==> src/hw/rtl/acdna_ram.sv <==
// Generic single-port synchronous RAM with a registered read.
module acdna_ram #(
	parameter int WIDTH = 8,
	parameter int DEPTH = 16
) (
	input  logic                     clk,
	input  logic                     we,
	input  logic [$clog2(DEPTH)-1:0] addr,
	input  logic [WIDTH-1:0]         wdata,
	output logic [WIDTH-1:0]         rdata
);

	logic [WIDTH-1:0] mem [DEPTH];

	always_ff @(posedge clk) begin
		if (we) begin
			mem[addr] <= wdata;
		end
		rdata <= mem[addr];
	end

endmodule

==> config.mk <==
export PLATFORM = sky130hd
export DESIGN_NAME = acdna_ram
export DESIGN_NICKNAME = d
export VERILOG_FILES = /design/src/hw/rtl/acdna_ram.sv
export SDC_FILE = /design/constraint.sdc
export NUM_CORES = 1
export LEC_CHECK = 0
export ABC_AREA = 1
export BUFFER_PORTS_ARGS = -buffer_cell sky130_fd_sc_hd__clkbuf_2
export CAP_MARGIN = 25
export CORE_MARGIN = 3
export CORE_UTILIZATION = 50
export DETAILED_ROUTE_END_ITERATION = 16
export PLACE_DENSITY = 0.75
export REMOVE_ABC_BUFFERS = 1
export SLEW_MARGIN = 20
export SYNTH_ARGS = -nofsm -noshare
export SYNTH_HDL_FRONTEND = slang
export SYNTH_SLANG_ARGS = --single-unit
==> constraint.sdc <==
create_clock -name clk -period 2.3 [get_ports clk]
set_input_delay 0.23 -clock clk [delete_from_list [all_inputs] [get_ports clk]]
set_output_delay 0.23 -clock clk [all_outputs]
set_load 0.01 [all_outputs]
## After elaboration in Yosys (flattened, before gate mapping)

Memory sizes are Yosys's and may differ from the RTL's. A register that Yosys moved wholly into a read port is not among the register bits.
Cells that the tools add are included.

| storage, ports and cells | value |
|---|---|
| output and inout bits | 8 |
| input bits | 14 |
| flip-flop bits (word level) | 0 |
| logic and storage cells | 3 |
| memories kept | 1 |
| RAM bits | 128 |

Memory list:

| memory | words | bits a word | rd ports | clocked after Yosys merged registers in | write ports | line | text |
|---|---|---|---|---|---|---|---|
| mem | 16 | 8 | 1 | 1 | 1 | 13 | `logic [WIDTH-1:0] mem [DEPTH];` |

| cells by class | value |
|---|---|
| muxes and demuxes | 2 |

Operator list:

| cell | count |
|---|---|
| 2-to-1 mux 1 bit | 2 |

## Logic depth before layout (Yosys ltp)

| depth | value |
|---|---|
| word-level depth | 2 |
| gate-level depth with buffers | 11 |
| mapped depth without buffers | 9 |

## Worst setup path before layout

No wires, ideal clock.

| timing path | value |
|---|---|
| path type | input -> register |
| start point | input addr[1] |
| end point | memory mem[3][0], enable pin |
| arrival time | 1,237 ps |
| cell stages on the path | 4 |
| required time | 1,930 ps |
| path slack | 693 ps |
| setup time | 370 ps |
| path through | buf_2 > clkbuf_1 > nand3_1 > nor2_1 |

RTL lines:

| what | line | text |
|---|---|---|
| from (decl) | 8 | `input logic [$clog2(DEPTH)-1:0] addr,` |
| to (decl) | 13 |  |

No word-level cell before the write port.

==> qor.yml <==
cts_setup_buffers: 0
hold_viol: 0
grt_pass1_wl_mm: 19.04
rrSetupSlack_ps: 1280
drive_gt1_share_pct: 11.96
ys_ff_latch: 136
gp_congestion: 0.9211
power.total_mw: 5.452
boundaryPins: 22
die_w_um: 111.8
rows: 37
min_period_over_period_pct: 52.22
clkTransAtPathRegs_ps: 60
fmax_ghz: 0.8326
viasPerCell: 5.191
tritoncts: "done"
netlist.area_leader.share_pct: 68.72
start_util_pct: 52.76
syn_area_mm2: 0.005593
fin_skew_ps: 5.799
layout_common_cells: "nand2_1, edfxtp_1, buf_4"
cp_data_required_time_ps: 2760
final_max_slew_viol_count: 0
maxSlewHeadroom_pct: 52.47
routedWlPerCell_um: 16.05
max_cap_viol_count: 0
area_growth_pct: 15.12
clockRootBuffer: "clkbuf_8"
htree_levels: 4
grt_util_met2_pct: 31.65
cp.arrival_ps: 1660
leakage_nw: 2.809
setup_violations: 0
power_density_mw_per_mm2: 846.8
rsz0062_at_grt: "false"
ys_seq_area_share_pct: 71.59
antenna_found_initial: 0
vias: 3831
drc: 0
cts_resized: 0
first_iter_violations: 475
antenna-diode-count: 0
synth_cell_types: 11
yosys.area.top_type: "edfxtp_1"
min_path_type: "input port to flip-flop"
status: "finished clean"
hpwl_mm: 7.630
peakVddDrop_v: 0.0005087
placed_area_mm2: 0.005932
critPathMaxFanout: 60
clock_latency_ps: 520
numCtsBuffers: 17
layout.nets: 605
postCtsHoldBufs: 0
worstSetupEndpointType: "flip-flop"
stdcell_area_mm2: 0.006439
final_common_cell: "nand2_1"
grt.busiest_layer: "met2"
grt_pass1_vias: 3668
synth_area_leaders: "edfxtp_1, nand2_1, dfxtp_1"
startpoint_type: "input port"
wl_mm: 11.85
path_class: "input port to flip-flop"
cts.sinks: 136
finalHoldWorstSlack_ps: 221.3
use_met1_pct: 28.00
min_period_ps: 1201
dr.pass1.iters: 5
ys_warn_count: 0
grt_max_degree: 61
tightest_slew_ps: 710.4
ant_nets: 0
fp.dieH_um: 111.8
cts.path.max_buffers: 2
core_mm2: 0.01060
synthCells: 548
dieArea_mm2: 0.01249
avgSynthCellArea_um2: 10.21
grt_overflow: 0
track_usage_pct: 20.38
tns_ps: 0
use_met3_pct: 5.000
portBuffers: 21
final timing paths:
| path | from | end | cells after the start |
|---|---|---|---|
| min | wdata[0] | mem[3][0]$_DFFE_PP_ | 1 |
| min reg2reg | mem[2][6]$_DFFE_PP_ | rdata[6]$_DFF_P_ | 8 |
| max | addr[0] | rdata[7]$_DFF_P_ | 10 |
| max reg2reg | mem[13][2]$_DFFE_PP_ | rdata[2]$_DFF_P_ | 8 |
per-layer routing:
| metal | vias up | routed length (µm) |
|---|---|---|
| met4 | 0 | 191 |
| met1 | 1790 | 5112 |
| met5 | - | 0 |
| met3 | 22 | 1007 |
| li1 | 1836 | - |
| met2 | 183 | 5536 |
logic make-up (layout without fill, tap and decap cells):
family                 Yosys count  in the layout  synth area share, %
buffers and inverters           44             98                3.624
DFF                            136            136                71.59
and+or+nand+nor                368            368                24.79
worst max-delay path, stage by stage:
cell      delay [ps]
clkbuf_2         220
buf_4            570
nand2_1          120
nand2_1          110
nand2_1           60
nand2_1           80
nand2_1           50
nand2_1           60
inv_1             40
nand2_1           80
synth_stat cells:
library cell / number
edfxtp_1: 128
clkbuf_1: 3
clkinv_1: 1
buf_4: 6
buf_2: 12
nor2_1: 18
dfxtp_1: 8
inv_1: 21
nand2_1: 346
nand3_1: 4
inv_2: 1
power breakdown:
part | internal (mW) | total (mW) | switching (mW)
Combinational | 0.0954 | 0.340 | 0.245
Sequential | 2.77 | 2.79 | 0.0148
Clock | 1.40 | 2.32 | 0.925
area by class of cell:
cell class	count	area, µm²
multi-input combinational	368	1386
timing repair buffer	45	285.3
sequential	136	4004
fill	869	4163
clock inverter	11	85.08
tap	136	170.2
clock buffer	19	421.7
inverter	23	86.33
sequential cells by signal, summed over array words and instances, names as in the netlist:
register and count:
rdata 8, mem 128
metrics by stage:
stage / util (%) / setup WS (ps) / cells
finish: 60.73 / 1099 / 738
floorplan: - / 505.2 / 527
global placement: 55.95 / 625.8 / 708
global route: 60.73 / 965.6 / 738
CTS: 60.73 / 1090 / 738
detailed placement: 55.95 / 592.2 / 708
Power figures use the tool's default switching activity.
